$ cat src/fppjg_pkg.sv
`timescale 1ns / 1ps
// ----------------------------------------------------------------------------
// fppjg_pkg: shared types and constants of the framed position parser
// Widths of the channel payloads, character codes, register indexes and
// reset values used by the interfaces and the top level.
// ----------------------------------------------------------------------------
package fppjg_pkg;

	localparam int BYTE_W   = 8;
	localparam int POS_W    = 16;
	localparam int IDX_W    = 10;
	localparam int CFG_IDX_W  = 8;
	localparam int CFG_DATA_W = 16;
	localparam int LIMIT_W  = 16;
	localparam int HALO_W   = 8;
	localparam int MAG_W    = 16;

	typedef logic [BYTE_W-1:0]     byte_t;
	typedef logic signed [POS_W-1:0] pos_t;
	typedef logic [IDX_W-1:0]      led_idx_t;
	typedef logic [CFG_IDX_W-1:0]  cfg_idx_t;
	typedef logic [CFG_DATA_W-1:0] cfg_data_t;
	typedef logic [LIMIT_W-1:0]    limit_t;
	typedef logic [HALO_W-1:0]     halo_t;
	typedef logic [MAG_W-1:0]      mag_t;

	// Register indexes on the configuration port.
	localparam cfg_idx_t REG_JUMP_LIMIT = 8'd0;
	localparam cfg_idx_t REG_HALO_HALF  = 8'd1;

	// Character codes.
	localparam byte_t CH_OPEN  = 8'h73;  // 's'
	localparam byte_t CH_CLOSE = 8'h65;  // 'e'
	localparam byte_t CH_SEP   = 8'h3B;  // ';'
	localparam byte_t CH_PLUS  = 8'h2B;
	localparam byte_t CH_MINUS = 8'h2D;
	localparam byte_t CH_SPACE = 8'h20;
	localparam byte_t CH_TAB   = 8'h09;
	localparam byte_t CH_CR    = 8'h0D;
	localparam byte_t CH_ZERO  = 8'h30;
	localparam byte_t CH_NINE  = 8'h39;

	// Number decoder phases.
	localparam logic [1:0] PH_SKIP   = 2'd0;
	localparam logic [1:0] PH_SIGN   = 2'd1;
	localparam logic [1:0] PH_DIGITS = 2'd2;
	localparam logic [1:0] PH_STOP   = 2'd3;

	// Saturation bounds of the decoded value.
	localparam mag_t MAG_CAP = 16'd32768;
	localparam mag_t POS_MAX = 16'd32767;

	// Reset values.
	localparam limit_t JUMP_LIMIT_RST = 16'd40;
	localparam halo_t  HALO_HALF_RST  = 8'd15;
	localparam pos_t   HELD_POS_RST   = 16'sd10;

endpackage

$ cat src/fppjg_if.sv
`timescale 1ns / 1ps
// ----------------------------------------------------------------------------
// fppjg_if: channel interfaces of the framed position parser
// Byte input channel, result channel and configuration write channel, each
// with valid and ready and a source and a sink modport.
// ----------------------------------------------------------------------------
interface fppjg_byte_if;
	logic             valid;
	logic             ready;
	fppjg_pkg::byte_t rx_byte;

	modport source (output valid, output rx_byte, input ready);
	modport sink   (input valid, input rx_byte, output ready);
endinterface

interface fppjg_result_if;
	logic                valid;
	logic                ready;
	fppjg_pkg::pos_t     position;
	logic                accepted;
	fppjg_pkg::led_idx_t window_first;
	fppjg_pkg::led_idx_t window_last;
	logic                window_empty;

	modport source (output valid, output position, output accepted, output window_first,
		output window_last, output window_empty, input ready);
	modport sink   (input valid, input position, input accepted, input window_first,
		input window_last, input window_empty, output ready);
endinterface

interface fppjg_cfg_if;
	logic                 valid;
	logic                 ready;
	fppjg_pkg::cfg_idx_t  index;
	fppjg_pkg::cfg_data_t data;

	modport source (output valid, output index, output data, input ready);
	modport sink   (input valid, input index, input data, output ready);
endinterface

$ cat src/framed_position_parser_with_jump_gate.sv
`timescale 1ns / 1ps
// ----------------------------------------------------------------------------
// framed_position_parser_with_jump_gate: packet position decoder and gate
// Parses 's'-framed, ';'-separated packets byte by byte, decodes the second
// field as a saturating decimal, gates it against the held position and
// reports the held position with its clipped LED window.
// ----------------------------------------------------------------------------
// Usage:
// Received bytes enter on the rx channel, one item per accepted handshake.
// Only the closing 'e' of a packet produces an item on the res channel; all
// other bytes just update the parser state. The cfg channel writes the jump
// limit (index 0) and the halo half width (index 1); it is always ready and
// should only be written while the block is idle. Writes to other indexes
// are ignored.
// The block is a three-register pipeline: an input register, the parser
// and jump gate stage, and the window clipping stage that feeds the result
// register. A result moves on from the parser stage to the result register.
// Throughput is one byte per cycle unless the result side stalls; the parser
// state feeds back through its own register, so bytes can follow back to back.
// Reset clears the pipeline, closes any open packet, restores the default
// register values and sets the held position to ten.
// When the receiver stalls, results wait in the pipeline; rx stays ready
// as long as some stage is free, and only deasserts once all are full.
// ----------------------------------------------------------------------------
module framed_position_parser_with_jump_gate #(
	parameter int STRIP_LENGTH = 150
) (
	input  logic            clk,
	input  logic            arst_n,
	fppjg_cfg_if.sink       cfg,
	fppjg_byte_if.sink      rx,
	fppjg_result_if.source  res
);

	// Index of the last LED on the strip, in the width of the window math.
	localparam logic signed [17:0] LAST_LED = 18'(STRIP_LENGTH - 1);

	// Configuration registers.
	fppjg_pkg::limit_t jump_limit_q;
	fppjg_pkg::halo_t  halo_half_q;

	// Parser and gate state.
	logic               in_packet_q;
	logic [1:0]         sep_count_q;
	logic [1:0]         phase_q;
	logic               negative_q;
	fppjg_pkg::mag_t    magnitude_q;
	fppjg_pkg::pos_t    held_pos_q;

	// Pipeline registers.
	logic               valid_s1;
	fppjg_pkg::byte_t   byte_s1;
	logic               valid_s2;
	fppjg_pkg::pos_t    pos_s2;
	logic               acc_s2;
	logic               valid_s3;
	fppjg_pkg::pos_t    pos_s3;
	logic               acc_s3;
	fppjg_pkg::led_idx_t first_s3;
	fppjg_pkg::led_idx_t last_s3;
	logic               empty_s3;

	// Stage handshakes: a stage may load when it is empty or its contents move on.
	logic ready_s1, ready_s2, ready_s3, fire_s1;

	assign ready_s3 = !valid_s3 || res.ready;
	assign ready_s2 = !valid_s2 || ready_s3;
	assign ready_s1 = !valid_s1 || ready_s2;
	assign fire_s1  = valid_s1 && ready_s2;

	assign rx.ready  = ready_s1;
	assign cfg.ready = 1'b1;

	// ------------------------------------------------------------------
	// Configuration writes.
	// ------------------------------------------------------------------
	always_ff @(posedge clk or negedge arst_n) begin
		if (!arst_n) begin
			jump_limit_q <= fppjg_pkg::JUMP_LIMIT_RST;
			halo_half_q  <= fppjg_pkg::HALO_HALF_RST;
		end else if (cfg.valid) begin
			if (cfg.index == fppjg_pkg::REG_JUMP_LIMIT) begin
				jump_limit_q <= cfg.data[fppjg_pkg::LIMIT_W-1:0];
			end else if (cfg.index == fppjg_pkg::REG_HALO_HALF) begin
				halo_half_q <= cfg.data[fppjg_pkg::HALO_W-1:0];
			end
		end
	end

	// ------------------------------------------------------------------
	// Input register.
	// ------------------------------------------------------------------
	always_ff @(posedge clk or negedge arst_n) begin
		if (!arst_n) begin
			valid_s1 <= 1'b0;
		end else if (ready_s1) begin
			valid_s1 <= rx.valid;
		end
	end

	always_ff @(posedge clk) begin
		if (ready_s1 && rx.valid) begin
			byte_s1 <= rx.rx_byte;
		end
	end

	// ------------------------------------------------------------------
	// Parser, number decoder and jump gate.
	// ------------------------------------------------------------------
	logic               in_packet_d;
	logic [1:0]         sep_count_d;
	logic [1:0]         phase_d;
	logic               negative_d;
	fppjg_pkg::mag_t    magnitude_d;
	fppjg_pkg::pos_t    held_pos_d;
	logic               emit;
	logic               accept;
	logic               is_digit;
	logic               is_blank;
	logic [18:0]        mag_next;
	fppjg_pkg::mag_t    mag_digit;
	logic [16:0]        neg_value;
	fppjg_pkg::pos_t    value;
	logic signed [16:0] diff;
	logic [16:0]        abs_diff;

	always_comb begin
		is_digit = byte_s1 inside {[fppjg_pkg::CH_ZERO:fppjg_pkg::CH_NINE]};
		is_blank = byte_s1 inside {fppjg_pkg::CH_SPACE, [fppjg_pkg::CH_TAB:fppjg_pkg::CH_CR]};

		// Magnitude times ten plus the new digit, saturated at the cap.
		mag_next  = (19'(magnitude_q) << 3) + (19'(magnitude_q) << 1) + 19'(byte_s1[3:0]);
		mag_digit = (mag_next > 19'(fppjg_pkg::MAG_CAP)) ? fppjg_pkg::MAG_CAP
			: mag_next[fppjg_pkg::MAG_W-1:0];

		// Decoded value: a negative magnitude always fits, a positive one clamps.
		neg_value = 17'd0 - {1'b0, magnitude_q};
		if (negative_q) begin
			value = neg_value[fppjg_pkg::POS_W-1:0];
		end else if (magnitude_q > fppjg_pkg::POS_MAX) begin
			value = fppjg_pkg::POS_MAX;
		end else begin
			value = magnitude_q;
		end

		diff     = 17'(value) - 17'(held_pos_q);
		abs_diff = diff[16] ? (17'd0 - 17'(diff)) : 17'(diff);
		accept   = abs_diff < {1'b0, jump_limit_q};

		in_packet_d = in_packet_q;
		sep_count_d = sep_count_q;
		phase_d     = phase_q;
		negative_d  = negative_q;
		magnitude_d = magnitude_q;
		held_pos_d  = held_pos_q;
		emit        = 1'b0;

		if (!in_packet_q) begin
			// Outside a packet only the opening byte matters.
			if (byte_s1 == fppjg_pkg::CH_OPEN) begin
				in_packet_d = 1'b1;
				sep_count_d = 2'd0;
				phase_d     = fppjg_pkg::PH_SKIP;
				negative_d  = 1'b0;
				magnitude_d = '0;
			end
		end else if (byte_s1 != fppjg_pkg::CH_CLOSE) begin
			if (byte_s1 == fppjg_pkg::CH_SEP) begin
				if (sep_count_q != 2'd2) begin
					sep_count_d = sep_count_q + 2'd1;
				end
			end else if (sep_count_q == 2'd1) begin
				// Bytes of the second field feed the decimal decoder.
				case (phase_q)
					fppjg_pkg::PH_SKIP: begin
						if (is_blank) begin
							phase_d = fppjg_pkg::PH_SKIP;
						end else if (byte_s1 == fppjg_pkg::CH_PLUS
							|| byte_s1 == fppjg_pkg::CH_MINUS) begin
							negative_d = (byte_s1 == fppjg_pkg::CH_MINUS);
							phase_d    = fppjg_pkg::PH_SIGN;
						end else if (is_digit) begin
							magnitude_d = mag_digit;
							phase_d     = fppjg_pkg::PH_DIGITS;
						end else begin
							phase_d = fppjg_pkg::PH_STOP;
						end
					end
					fppjg_pkg::PH_SIGN, fppjg_pkg::PH_DIGITS: begin
						if (is_digit) begin
							magnitude_d = mag_digit;
							phase_d     = fppjg_pkg::PH_DIGITS;
						end else begin
							phase_d = fppjg_pkg::PH_STOP;
						end
					end
					default: begin
						phase_d = phase_q;
					end
				endcase
			end
		end else begin
			// Closing byte: gate the value, end the packet and report.
			emit        = 1'b1;
			in_packet_d = 1'b0;
			sep_count_d = 2'd0;
			phase_d     = fppjg_pkg::PH_SKIP;
			negative_d  = 1'b0;
			magnitude_d = '0;
			if (accept) begin
				held_pos_d = value;
			end
		end
	end

	always_ff @(posedge clk or negedge arst_n) begin
		if (!arst_n) begin
			in_packet_q <= 1'b0;
			sep_count_q <= 2'd0;
			phase_q     <= fppjg_pkg::PH_SKIP;
			negative_q  <= 1'b0;
			magnitude_q <= '0;
			held_pos_q  <= fppjg_pkg::HELD_POS_RST;
			valid_s2    <= 1'b0;
		end else begin
			if (fire_s1) begin
				in_packet_q <= in_packet_d;
				sep_count_q <= sep_count_d;
				phase_q     <= phase_d;
				negative_q  <= negative_d;
				magnitude_q <= magnitude_d;
				held_pos_q  <= held_pos_d;
			end
			if (ready_s2) begin
				valid_s2 <= fire_s1 && emit;
			end
		end
	end

	always_ff @(posedge clk) begin
		if (fire_s1 && emit) begin
			pos_s2 <= held_pos_d;
			acc_s2 <= accept;
		end
	end

	// ------------------------------------------------------------------
	// Window clipping and result register.
	// ------------------------------------------------------------------
	logic signed [17:0] halo_ext;
	logic signed [17:0] first_raw;
	logic signed [17:0] last_raw;
	logic signed [17:0] first_clip;
	logic signed [17:0] last_clip;
	logic               empty;

	always_comb begin
		halo_ext   = $signed({10'd0, halo_half_q});
		first_raw  = 18'(pos_s2) - halo_ext;
		last_raw   = 18'(pos_s2) + halo_ext - 18'sd1;
		first_clip = (first_raw < 18'sd0) ? 18'sd0 : first_raw;
		last_clip  = (last_raw > LAST_LED) ? LAST_LED : last_raw;
		empty      = (halo_half_q == '0) || (first_clip > last_clip);
	end

	always_ff @(posedge clk or negedge arst_n) begin
		if (!arst_n) begin
			valid_s3 <= 1'b0;
		end else if (ready_s3) begin
			valid_s3 <= valid_s2;
		end
	end

	always_ff @(posedge clk) begin
		if (ready_s3 && valid_s2) begin
			pos_s3   <= pos_s2;
			acc_s3   <= acc_s2;
			empty_s3 <= empty;
			first_s3 <= empty ? '0 : first_clip[fppjg_pkg::IDX_W-1:0];
			last_s3  <= empty ? '0 : last_clip[fppjg_pkg::IDX_W-1:0];
		end
	end

	assign res.valid        = valid_s3;
	assign res.position     = pos_s3;
	assign res.accepted     = acc_s3;
	assign res.window_first = first_s3;
	assign res.window_last  = last_s3;
	assign res.window_empty = empty_s3;

endmodule

$ cat src/flat_wrapper.sv
// flat-port wrapper written by rule: the top's interface ports become plain ports
module framed_position_parser_with_jump_gate_flat 
#(
	parameter int STRIP_LENGTH = 150
)
  (clk, arst_n, cfg_valid, cfg_index, cfg_data, cfg_ready, rx_valid, rx_rx_byte, rx_ready, res_valid, res_position, res_accepted, res_window_first, res_window_last, res_window_empty, res_ready);
  fppjg_cfg_if cfg_i ();
  fppjg_byte_if rx_i ();
  fppjg_result_if res_i ();
  input  logic clk;
  input  logic arst_n;
  input wire logic [$bits(cfg_i.valid)-1:0] cfg_valid;
  input wire logic [$bits(cfg_i.index)-1:0] cfg_index;
  input wire logic [$bits(cfg_i.data)-1:0] cfg_data;
  output wire logic [$bits(cfg_i.ready)-1:0] cfg_ready;
  input wire logic [$bits(rx_i.valid)-1:0] rx_valid;
  input wire logic [$bits(rx_i.rx_byte)-1:0] rx_rx_byte;
  output wire logic [$bits(rx_i.ready)-1:0] rx_ready;
  output wire logic [$bits(res_i.valid)-1:0] res_valid;
  output wire logic [$bits(res_i.position)-1:0] res_position;
  output wire logic [$bits(res_i.accepted)-1:0] res_accepted;
  output wire logic [$bits(res_i.window_first)-1:0] res_window_first;
  output wire logic [$bits(res_i.window_last)-1:0] res_window_last;
  output wire logic [$bits(res_i.window_empty)-1:0] res_window_empty;
  input wire logic [$bits(res_i.ready)-1:0] res_ready;
  assign cfg_i.valid = cfg_valid;
  assign cfg_i.index = cfg_index;
  assign cfg_i.data = cfg_data;
  assign cfg_ready = cfg_i.ready;
  assign rx_i.valid = rx_valid;
  assign rx_i.rx_byte = rx_rx_byte;
  assign rx_ready = rx_i.ready;
  assign res_valid = res_i.valid;
  assign res_position = res_i.position;
  assign res_accepted = res_i.accepted;
  assign res_window_first = res_i.window_first;
  assign res_window_last = res_i.window_last;
  assign res_window_empty = res_i.window_empty;
  assign res_i.ready = res_ready;
  framed_position_parser_with_jump_gate #(.STRIP_LENGTH(STRIP_LENGTH)) u_core (.clk(clk), .arst_n(arst_n), .cfg(cfg_i), .rx(rx_i), .res(res_i));
endmodule
$ cat config.mk
export PLATFORM = sky130hd
export DESIGN_NAME = framed_position_parser_with_jump_gate_flat
export DESIGN_NICKNAME = d
export VERILOG_FILES = /design/src/fppjg_pkg.sv /design/src/fppjg_if.sv /design/src/framed_position_parser_with_jump_gate.sv /design/src/flat_wrapper.sv
export SDC_FILE = /design/constraint.sdc
export NUM_CORES = 1
export LEC_CHECK = 0
export BUFFER_PORTS_ARGS = -buffer_cell sky130_fd_sc_hd__buf_2
export CAP_MARGIN = 20
export CORE_MARGIN = 2
export CORE_UTILIZATION = 59
export DETAILED_ROUTE_END_ITERATION = 10
export PLACE_DENSITY = 0.8
export RECOVER_POWER = 100
export SYNTH_ARGS = -nofsm -noshare
export SYNTH_HDL_FRONTEND = slang
export SYNTH_SLANG_ARGS = --single-unit
$ cat constraint.sdc
create_clock -name clk -period 7.11 [get_ports clk]
set_input_delay 0.3555 -clock clk [delete_from_list [all_inputs] [get_ports clk]]
set_output_delay 0.3555 -clock clk [all_outputs]
set_load 0.03 [all_outputs]
Word-level counts from Yosys, hierarchy flattened
Index checks and enable logic that the tools add are counted.
{"block": "classes", "n_bitwise": 1, "reduce_logical": 26, "add_sub_neg": 9, "n_eq_ne": 21, "order_cmp": 10, "n_mux": 44}
{"cell": "$mux 16", "n": 14}
{"cell": "$mux 18", "n": 2}
{"cell": "$eq 8x6->1 const B", "n": 4}
{"cell": "$pmux 16 s2", "n": 1}
{"cell": "$mux 2", "n": 11}
{"cell": "$ne 3x3->1 const B", "n": 7}
{"cell": "$add 19x17->19", "n": 1}
{"cell": "$add 19x4->19", "n": 1}
{"cell": "$gt 19x16->1 const B", "n": 1}
{"cell": "$gt 18x18->1", "n": 1}
{"cell": "$gt 18x9->1 const B", "n": 1}
{"cell": "$lt 18x1->1 const B", "n": 1}
{"cell": "$sub 18x2->18 const B", "n": 1}
{"cell": "$add 16x9->17", "n": 1}
{"cell": "$lt 17x16->1", "n": 1}
{"cell": "$mux 17", "n": 1}
{"cell": "$sub 1x17->17 const A", "n": 1}
{"cell": "$sub 16x16->17", "n": 1}
{"cell": "$sub 16x9->17", "n": 1}
{"cell": "$gt 16x15->1 const B", "n": 1}
{"cell": "$logic_not 8->1", "n": 2}
{"cell": "$sub 1x16->16 const A", "n": 1}
{"cell": "$mux 1", "n": 14}
{"cell": "$reduce_and 7->1", "n": 2}
{"cell": "24 further kinds", "n": 39}
{"block": "totals", "reg_bits": 128, "word_cells": 130, "out_inout_bits": 41}

Depth between registers and ports, before layout
Gate-level depths: netlist of run 1.
{"block": "logic_depth", "ltp_word": 12, "ltp_mapped": 31, "ltp_nobuf": 27}

Worst setup path after synthesis of run 1
OpenSTA, ideal clock, no wires.
{"block": "synth_path", "path_kind": "register -> register", "start": "register u_core.magnitude_q[0]", "end": "register u_core.held_pos_q[10]", "path_stages_with_launch": 31, "t_required_ns": 6.985, "setup_time_ns": 0.125, "period_less_slack_ns": 6.399, "slack_ns": 0.711, "arrival_time_ns": 6.274, "path_cell_list": "dfrtp_1 > ha_1 > nand4_1 > o41ai_1 > nor2_1 > clkbuf_1 > nor3_1 > a21oi_1 > ha_1 > nor2b_1 > o21a_1 > o21ai_0 > a211oi_1 > o21a_1 > o211ai_1 > a31o_2 > clkbuf_1 > nand2_1 > o21ai_0 > ha_1 > a21boi_0 > o21a_1 > o21a_1 > o21a_1 > o21ai_0 > nand2_1 > a221oi_1 > o31ai_1 > a311oi_2 > buf_4 > mux2_2"}
{"block": "synth_between", "elab_chain_len": 10}
{"element": "from (decl)", "line": "framed_position_parser_with_jump_gate.sv:47", "rtl": "fppjg_pkg::mag_t magnitude_q;"}
{"element": "from (signal assigned)", "line": "framed_position_parser_with_jump_gate.sv:231", "rtl": "magnitude_q <= magnitude_d;"}
{"element": "$gt 16x15->1", "line": "framed_position_parser_with_jump_gate.sv:140", "rtl": "end else if (magnitude_q > fppjg_pkg::POS_MAX) begin"}
{"element": "$mux 16", "line": "framed_position_parser_with_jump_gate.sv:140"}
{"element": "$mux 16 *", "line": "framed_position_parser_with_jump_gate.sv:138", "rtl": "if (negative_q) begin"}
{"element": "$sub 16x16->17", "line": "framed_position_parser_with_jump_gate.sv:146", "rtl": "diff = 17'(value) - 17'(held_pos_q);"}
{"element": "$sub 1x17->17", "line": "framed_position_parser_with_jump_gate.sv:147", "rtl": "abs_diff = diff[16] ? (17'd0 - 17'(diff)) : 17'(diff);"}
{"element": "$mux 17", "line": "framed_position_parser_with_jump_gate.sv:147"}
{"element": "$lt 17x16->1", "line": "framed_position_parser_with_jump_gate.sv:148", "rtl": "accept = abs_diff < {1'b0, jump_limit_q};"}
{"element": "$mux 16 *", "line": "framed_position_parser_with_jump_gate.sv:210", "rtl": "if (accept) begin"}
{"element": "$mux 16 *", "line": "framed_position_parser_with_jump_gate.sv:167", "rtl": "end else if (byte_s1 != fppjg_pkg::CH_CLOSE) begin"}
{"element": "$mux 16 *", "line": "framed_position_parser_with_jump_gate.sv:158", "rtl": "if (!in_packet_q) begin"}
{"element": "to (signal assigned)", "line": "framed_position_parser_with_jump_gate.sv:223", "rtl": "held_pos_q <= fppjg_pkg::HELD_POS_RST;"}
{"element": "to (signal assigned)", "line": "framed_position_parser_with_jump_gate.sv:232", "rtl": "held_pos_q <= held_pos_d;"}
{"element": "to (decl)", "line": "framed_position_parser_with_jump_gate.sv:48", "rtl": "fppjg_pkg::pos_t held_pos_q;"}
Mark *: on every way between the ends. The rest lies on a longest branch, timed or not.
A chain may end at the register's enable or synchronous reset.

Worst setup path after layout of run 1
{"block": "layout_path", "start": "register u_core.halo_half_q[2]", "end": "register u_core.last_s3[3] (netlist: u_core.res.window_last[3]) (data pin)"}
{"block": "layout_between", "elab_chain_len": 6}
{"element": "from (decl)", "line": "framed_position_parser_with_jump_gate.sv:40", "rtl": "fppjg_pkg::halo_t halo_half_q;"}
{"element": "from (signal assigned)", "line": "framed_position_parser_with_jump_gate.sv:80", "rtl": "halo_half_q <= fppjg_pkg::HALO_HALF_RST;"}
{"element": "from (signal assigned)", "line": "framed_position_parser_with_jump_gate.sv:85", "rtl": "halo_half_q <= cfg.data[fppjg_pkg::HALO_W-1:0];"}
{"element": "$add 16x9->17", "line": "framed_position_parser_with_jump_gate.sv:260", "rtl": "last_raw = 18'(pos_s2) + halo_ext - 18'sd1;"}
{"element": "$sub 18x2->18", "line": "framed_position_parser_with_jump_gate.sv:260"}
{"element": "$gt 18x9->1", "line": "framed_position_parser_with_jump_gate.sv:262", "rtl": "last_clip = (last_raw > LAST_LED) ? LAST_LED : last_raw;"}
{"element": "$mux 18", "line": "framed_position_parser_with_jump_gate.sv:262"}
{"element": "$gt 18x18->1", "line": "framed_position_parser_with_jump_gate.sv:263", "rtl": "empty = (halo_half_q == '0) || (first_clip > last_clip);"}
{"element": "$logic_or 1x1->1", "line": "framed_position_parser_with_jump_gate.sv:263"}
{"element": "to (signal assigned)", "line": "framed_position_parser_with_jump_gate.sv:280", "rtl": "last_s3 <= empty ? '0 : last_clip[fppjg_pkg::IDX_W-1:0];"}
{"element": "to (decl)", "line": "framed_position_parser_with_jump_gate.sv:60", "rtl": "fppjg_pkg::led_idx_t last_s3;"}
Several ways; a longest one is shown, not always the timed one.

==> results_dict.tcl, run 1 <==
set metrics [dict create \
    nNetsFinal 1310 \
    total_leakage_power_nw 4.95 \
    antenna_found_initial 0 \
    min_to "u_core.byte_s1[5]$_DFFE_PP_" \
    drtIter0Drc 714 \
    synthCells 1087 \
    hold_class "input pin to flop" \
    ys_types 87 \
    die_x_um 136 \
    layout-drive-gt1-share_pct 12.5 \
    switchingPower_mw 1.25 \
    hold_start "rx_rx_byte[5]" \
    grt_start_max_net_pins 66 \
    worstPathRequired_ps 7330 \
    yosys_most_used_dff "edfxtp_1" \
    r2r_start "u_core.halo_half_q[2]$_DFFE_PN1P_" \
    synth_commonest_cells "ha_1, o21ai_0, inv_1" \
    min_path_cells 1 \
    period_minus_slack_ps 6640 \
    area_delta_synth_final_pct 10.9 \
    firstDrtPassIters 9 \
    cts_buffer_depth 2 \
    hold_violations 0 \
    synth_top_cell_by_area "edfxtp_1" \
    rsz0062_at_grt "no" \
    critPathCaptureType "flop" \
    status "complete, but fails checks" \
    synth_area_per_cell_um2 9.40 \
    root_buffer "clkbuf_16" \
    synthMostInstantiatedCell "ha_1" \
    worst_pin_slew_ps 3490 \
    hold_ws_ps 99.4 \
    timing_worst_setup_path_type "flop to flop" \
    cp_max_fo 10 \
    initial_core_util_pct 59.7 \
    die_h_um 136 \
    slew_violations 105 \
    route.detailed.drc 0 \
    core-area_um2 17100 \
    r2r_end "u_core.res.window_last[3]$_SDFFCE_PP0P_" \
    yosys_warnings 0 \
    cts_sinks 128 \
    p_clk_share_pct 27.6 \
    grt_pass1_wl_mm 39.9 \
    synth_area_um2 10200 \
    seqCellArea_um2 3530 \
    postCtsHoldBufs 0 \
    startpoint_type "flop" \
    ant_nets 0 \
    placed_cells 1369 \
    regToRegSetupSlack_ps 470 \
    routed_via_density 6.11 \
    netlist.area_leader.share_pct 18.5 \
    track_usage_pct 27.3 \
    avgRoutedWirePerCell_um 17.3 \
    cts_buffers 17 \
    port_buffers 76 \
    num_antenna_cells 0 \
    p_sw_share_pct 39.1 \
    r2r_cells 20 \
    grt_pass1_vias 8217 \
    finalCritPeriodShare_pct 93.4 \
    cts_tree "done" \
    ys_seq_elements 128 \
    synth_edf_count 63 \
    ir_worst_vdd_v 0.000323 \
    violations "max-capacitance violations, max-slew violations" \
    seq_power_share_pct 25.8 \
    power_frac_comb_pct 46.6 \
    p_int_mw 1.94 \
    timing.setup.tns_ps 0 \
    rows 48 \
    die_area_um2 18400 \
    cp_data_arrival_time_ps 6860 \
    postCtsSetupBuffers 0 \
    clk_pin_slew_ps 60 \
    setup_viol 0 \
    vias 8563 \
    slew-limit-headroom_pct -133 \
    fin_cells 1402 \
    max_freq_mhz 151 \
    worstSkewPairLatency_ps 430 \
    grt_overflow 0 \
    dp_hpwl_mm 17.8 \
    multi_input_area_um2 6230 \
    skew_ps 10.6 \
    drt_wl_total_mm 24.2 \
    gp_congestion 0.970 \
    drv_cap 2 \
    cts.htree.levels 4 \
    cellPowerDensity_nw_per_um2 281 \
    nFillCells 1367 \
    ys_seq_area_share_pct 34.5 \
    ys_async_sr_fraction_pct 50.8 \
    synth_area_leaders "edfxtp_1, dfrtp_1, ha_1" \
    ioPinCount 78 \
]
==> critical path, cell delays in order, from the launching register on <==
cell and delay (ps):
dfstp_1 560, inv_1 80, ha_1 410, nor3_1 300
o21ai_0 270, a211oi_1 720, nor4b_1 140, nor3_1 420
or3_1 230, a22oi_1 100, a2111o_1 360, a311o_1 500
a22o_1 300, ha_1 290, nand4_1 120, or4_1 490
o21ai_0 90, a21oi_1 100, o21ai_0 160, or3b_2 500
nor4b_1 300
==> stage by stage <==
step | worst slack [ps] | total power [mW] | util, % | area (µm²)
floorplan | 711 | 1.98 | - | 10200
global placement | 471 | 2.26 | 63.1 | 10800
detailed placement | 285 | 2.28 | 63.1 | 10800
CTS | 137 | 3.18 | 66.6 | 11400
global route | 14.0 | 3.43 | 66.2 | 11300
finish | 470 | 3.19 | 66.2 | 11300
==> layout by cell type (no fill, tap or decap), types with 44 or more instances in the layout <==
cell / Yosys / routed
ha_1: 104 / 104
o21ai_0: 81 / 81
inv_1: 79 / 79
nor2_1: 72 / 71
nand2_1: 68 / 68
edfxtp_1: 63 / 63
a21oi_1: 57 / 57
dfrtp_1: 57 / 57
nor3_1: 45 / 45
clkbuf_1: 18 / 45
xnor2_1: 44 / 44
==> area by class of cell <==
| type | instances | share of cell area, % |
|---|---|---|
| multi-input cells | 848 | 55.0 |
| clock inverters | 14 | 1.39 |
| repair buffers | 87 | 3.49 |
| flip-flops and latches | 128 | 31.1 |
| clock buffers | 18 | 3.79 |
| inverters | 82 | 2.72 |
| well taps | 225 | 2.48 |
==> power groups by stage <==
stage,clock (mW),sequential (mW),combinational [mW]
6_report,0.879,0.822,1.48
5_1_grt,0.916,0.825,1.69
4_1_cts,0.889,0.821,1.47
3_5_place_dp,0,0.835,1.45
3_3_place_gp,0,0.834,1.43
2_1_floorplan,0,0.830,1.15
==> per-layer routing <==
metal  track usage, %  up-vias  share of wire (%)
li1                 -     4155                  -
met3             5.05       59                5.7
met5                0        -                  0
met1             34.2     4057                 42
met2             47.4      292                 50
met4             9.43        0                2.2
==> how the worst max path moves through the flow <==
stage | endpoint | startpoint | cells after the start | slack [ps]
after floorplan | u_core.held_pos_q[10]$_DFFE_PN0P_ | u_core.magnitude_q[0]$_DFFE_PN0P_ | 30 | 710
after global placement | u_core.pos_s2[4]$_DFFE_PP_ | u_core.magnitude_q[0]$_DFFE_PN0P_ | 22 | 470
after detailed placement | u_core.pos_s2[3]$_DFFE_PP_ | u_core.magnitude_q[0]$_DFFE_PN0P_ | 22 | 280
after CTS | u_core.pos_s2[11]$_DFFE_PP_ | u_core.magnitude_q[0]$_DFFE_PN0P_ | 23 | 140
after global routing | u_core.pos_s2[3]$_DFFE_PP_ | u_core.magnitude_q[0]$_DFFE_PN0P_ | 27 | 10
final | u_core.res.window_last[3]$_SDFFCE_PP0P_ | u_core.halo_half_q[2]$_DFFE_PN1P_ | 20 | 470
==> cells by family after synthesis <==
| kind of cell | synth area share, % |
|---|---|
| flops | 34.5 |
| other cells | 0.0735 |
| fa+ha+maj | 13.7 |
| compound gates | 18.4 |
| mux | 5.00 |
| buf+inv | 4.51 |
| xor+xnor | 6.05 |
| simple gates | 17.7 |
==> sequential cells by signal, indices dropped and copies added (netlist names) <==
name and cells:
u_core.jump_limit_q 16, u_core.res.valid 1, u_core.pos_s2 16, u_core.in_packet_q 1, u_core.acc_s2 1, u_core.res.window_first 10
u_core.phase_q 2, u_core.magnitude_q 16, u_core.held_pos_q 16, u_core.res.window_empty 1, u_core.sep_count_q 2, u_core.res.position 16
u_core.res.accepted 1, u_core.res.window_last 10, u_core.halo_half_q 8, u_core.valid_s1 1, u_core.negative_q 1, u_core.byte_s1 8
u_core.valid_s2 1
==> what timing repair did <==
item / CTS / global route
gates resized for setup: 0 / 5
endpoints found under the setup margin: 0 / 31
endpoints found under the hold margin: 0 / 0
No activity file was read; power rests on OpenSTA's default activity.
==> run 2: changes to the inputs <==
CORE_ASPECT_RATIO = 1.25   (was default)
==> results_dict.tcl, run 2 (synthesis gave the netlist of run 1 again) <==
set metrics [dict create \
    vias 8700 \
    finalCritPeriodShare_pct 93.7 \
    cp_data_arrival_time_ps 6830 \
    gp_congestion 0.911 \
    nFillCells 1360 \
    slew-limit-headroom_pct -136 \
    period_minus_slack_ps 6660 \
    layout-drive-gt1-share_pct 13.2 \
    core-area_um2 16900 \
    min_path_cells 1 \
    critPathCaptureType "flop" \
    clk_pin_slew_ps 60 \
    nNetsFinal 1315 \
    die_x_um 122 \
    dp_slack_ps 219 \
    r2r_end "u_core.pos_s2[5]$_DFFE_PP_" \
    min_to "u_core.byte_s1[7]$_DFFE_PP_" \
    total_leakage_power_nw 5.01 \
    firstDrtPassIters 5 \
    worst_slack_ps 451 \
    hold_violations 0 \
    avgRoutedWirePerCell_um 18.3 \
    skew_ps 6.83 \
    multi_input_area_um2 6220 \
    track_usage_pct 28.7 \
    cts_tree "done" \
    mostFrequentLayoutCells "ha_1, o21ai_0, inv_1" \
    root_buffer "clkbuf_16" \
    status "complete, but fails checks" \
    cp_max_fo 16 \
    worst_pin_slew_ps 3540 \
    ant_nets 0 \
    timing.setup.tns_ps 0 \
    worstPathRequired_ps 7280 \
    post-route-cell-area_um2 11400 \
    ir_worst_vdd_v 0.000255 \
    dp_hpwl_mm 19.7 \
    cts_buffers 17 \
    cts_sinks 128 \
    r2r_cells 27 \
    postCtsHoldBufs 0 \
    cts.htree.levels 4 \
    antenna_found_initial 0 \
    max_freq_mhz 150 \
    slew_violations 105 \
    port_buffers 76 \
    seqCellArea_um2 3530 \
    hold_start "rx_rx_byte[7]" \
    route.detailed.drc 0 \
    grt_overflow 0 \
    postCtsSetupBuffers 0 \
    hold_ws_ps 105 \
    rows 53 \
    rsz0062_at_grt "no" \
    die_h_um 151 \
    num_antenna_cells 0 \
    timing_worst_setup_path_type "flop to flop" \
    grt_pass1_wl_mm 41.1 \
    violations "max-capacitance violations, max-slew violations" \
    cellPowerDensity_nw_per_um2 289 \
    drtIter0Drc 653 \
    place_area_um2 10800 \
    layout_commonest_cell "ha_1" \
    hold_class "input pin to flop" \
    r2r_start "u_core.magnitude_q[0]$_DFFE_PN0P_" \
    regToRegSetupSlack_ps 450 \
    worstSkewPairLatency_ps 430 \
    grt_start_max_net_pins 66 \
    drt_wl_total_mm 25.7 \
    ctsResizeCount 0 \
    startpoint_type "flop" \
    drv_cap 2 \
    initial_core_util_pct 60.4 \
    setup_viol 0 \
    grt_pass1_vias 8443 \
    ioPinCount 78 \
    area_delta_synth_final_pct 11.9 \
    routed_via_density 6.21 \
    die_area_um2 18400 \
    cts_buffer_depth 2 \
]
## run 2: power by group
part / switching [mW] / internal (mW) / leakage (nW) / total, mW
clock network: 0.340 / 0.613 / 0.312 / 0.952
registers: 0.0182 / 0.804 / 1.43 / 0.822
logic: 0.912 / 0.616 / 3.26 / 1.53
total: 1.27 / 2.03 / 5.01 / 3.30
## run 2: worst max path at each step
stage,end,cells after the start,startpoint,slack (ps)
2_1_floorplan,u_core.held_pos_q[10]$_DFFE_PN0P_,30,u_core.magnitude_q[0]$_DFFE_PN0P_,710
3_3_place_gp,u_core.pos_s2[4]$_DFFE_PP_,26,u_core.magnitude_q[0]$_DFFE_PN0P_,470
3_5_place_dp,u_core.pos_s2[14]$_DFFE_PP_,26,u_core.magnitude_q[0]$_DFFE_PN0P_,220
4_1_cts,u_core.pos_s2[9]$_DFFE_PP_,26,u_core.magnitude_q[0]$_DFFE_PN0P_,160
5_1_grt,u_core.res.window_first[9]$_SDFFCE_PP0P_,20,u_core.halo_half_q[2]$_DFFE_PN1P_,60
6_report,u_core.pos_s2[5]$_DFFE_PP_,27,u_core.magnitude_q[0]$_DFFE_PN0P_,450
## run 2: layout make-up
class	count	area share, %
Multi-Input combinational cell	848	54.4
Sequential cell	128	30.9
Clock buffer	21	4.40
Timing Repair Buffer	92	3.88
Inverter	82	2.69
Tap cell	220	2.41
Clock inverter	11	1.30
## run 2: worst max-delay path, cell delays in order, from the launching register on
cell and delay, ps:
dfrtp_1 470, ha_1 190, nand4_1 80, o41ai_1 500, nor2_1 190, nor3_1 210
a21oi_1 100, ha_1 370, nor2b_1 160, o21a_1 180, o21ai_0 350, a211oi_2 170
o21a_1 250, o211ai_1 240, a31o_2 340, nand2_1 80, o21ai_0 80, ha_1 250
a21boi_0 130, o21a_1 170, o21a_1 160, o21a_1 160, o21ai_0 180, nand2_1 80
a221oi_1 270, o31ai_1 170, a311o_2 520, mux2_2 350
## run 2: layer usage
metal  GRT usage (%)  wire, µm
met1            33.1     10200
met2            51.3     13200
met5               0         0
met4            15.6      1240
met3            4.14       984
## run 2: stage by stage
step           power [mW]  utilization [%]  cells
2_1_floorplan        1.98                -   1088
4_1_cts              3.28             67.9   1401
6_report             3.30             67.6   1402
5_1_grt              3.51             67.6   1402
3_3_place_gp         2.26             64.1   1369
3_5_place_dp         2.31             64.1   1369
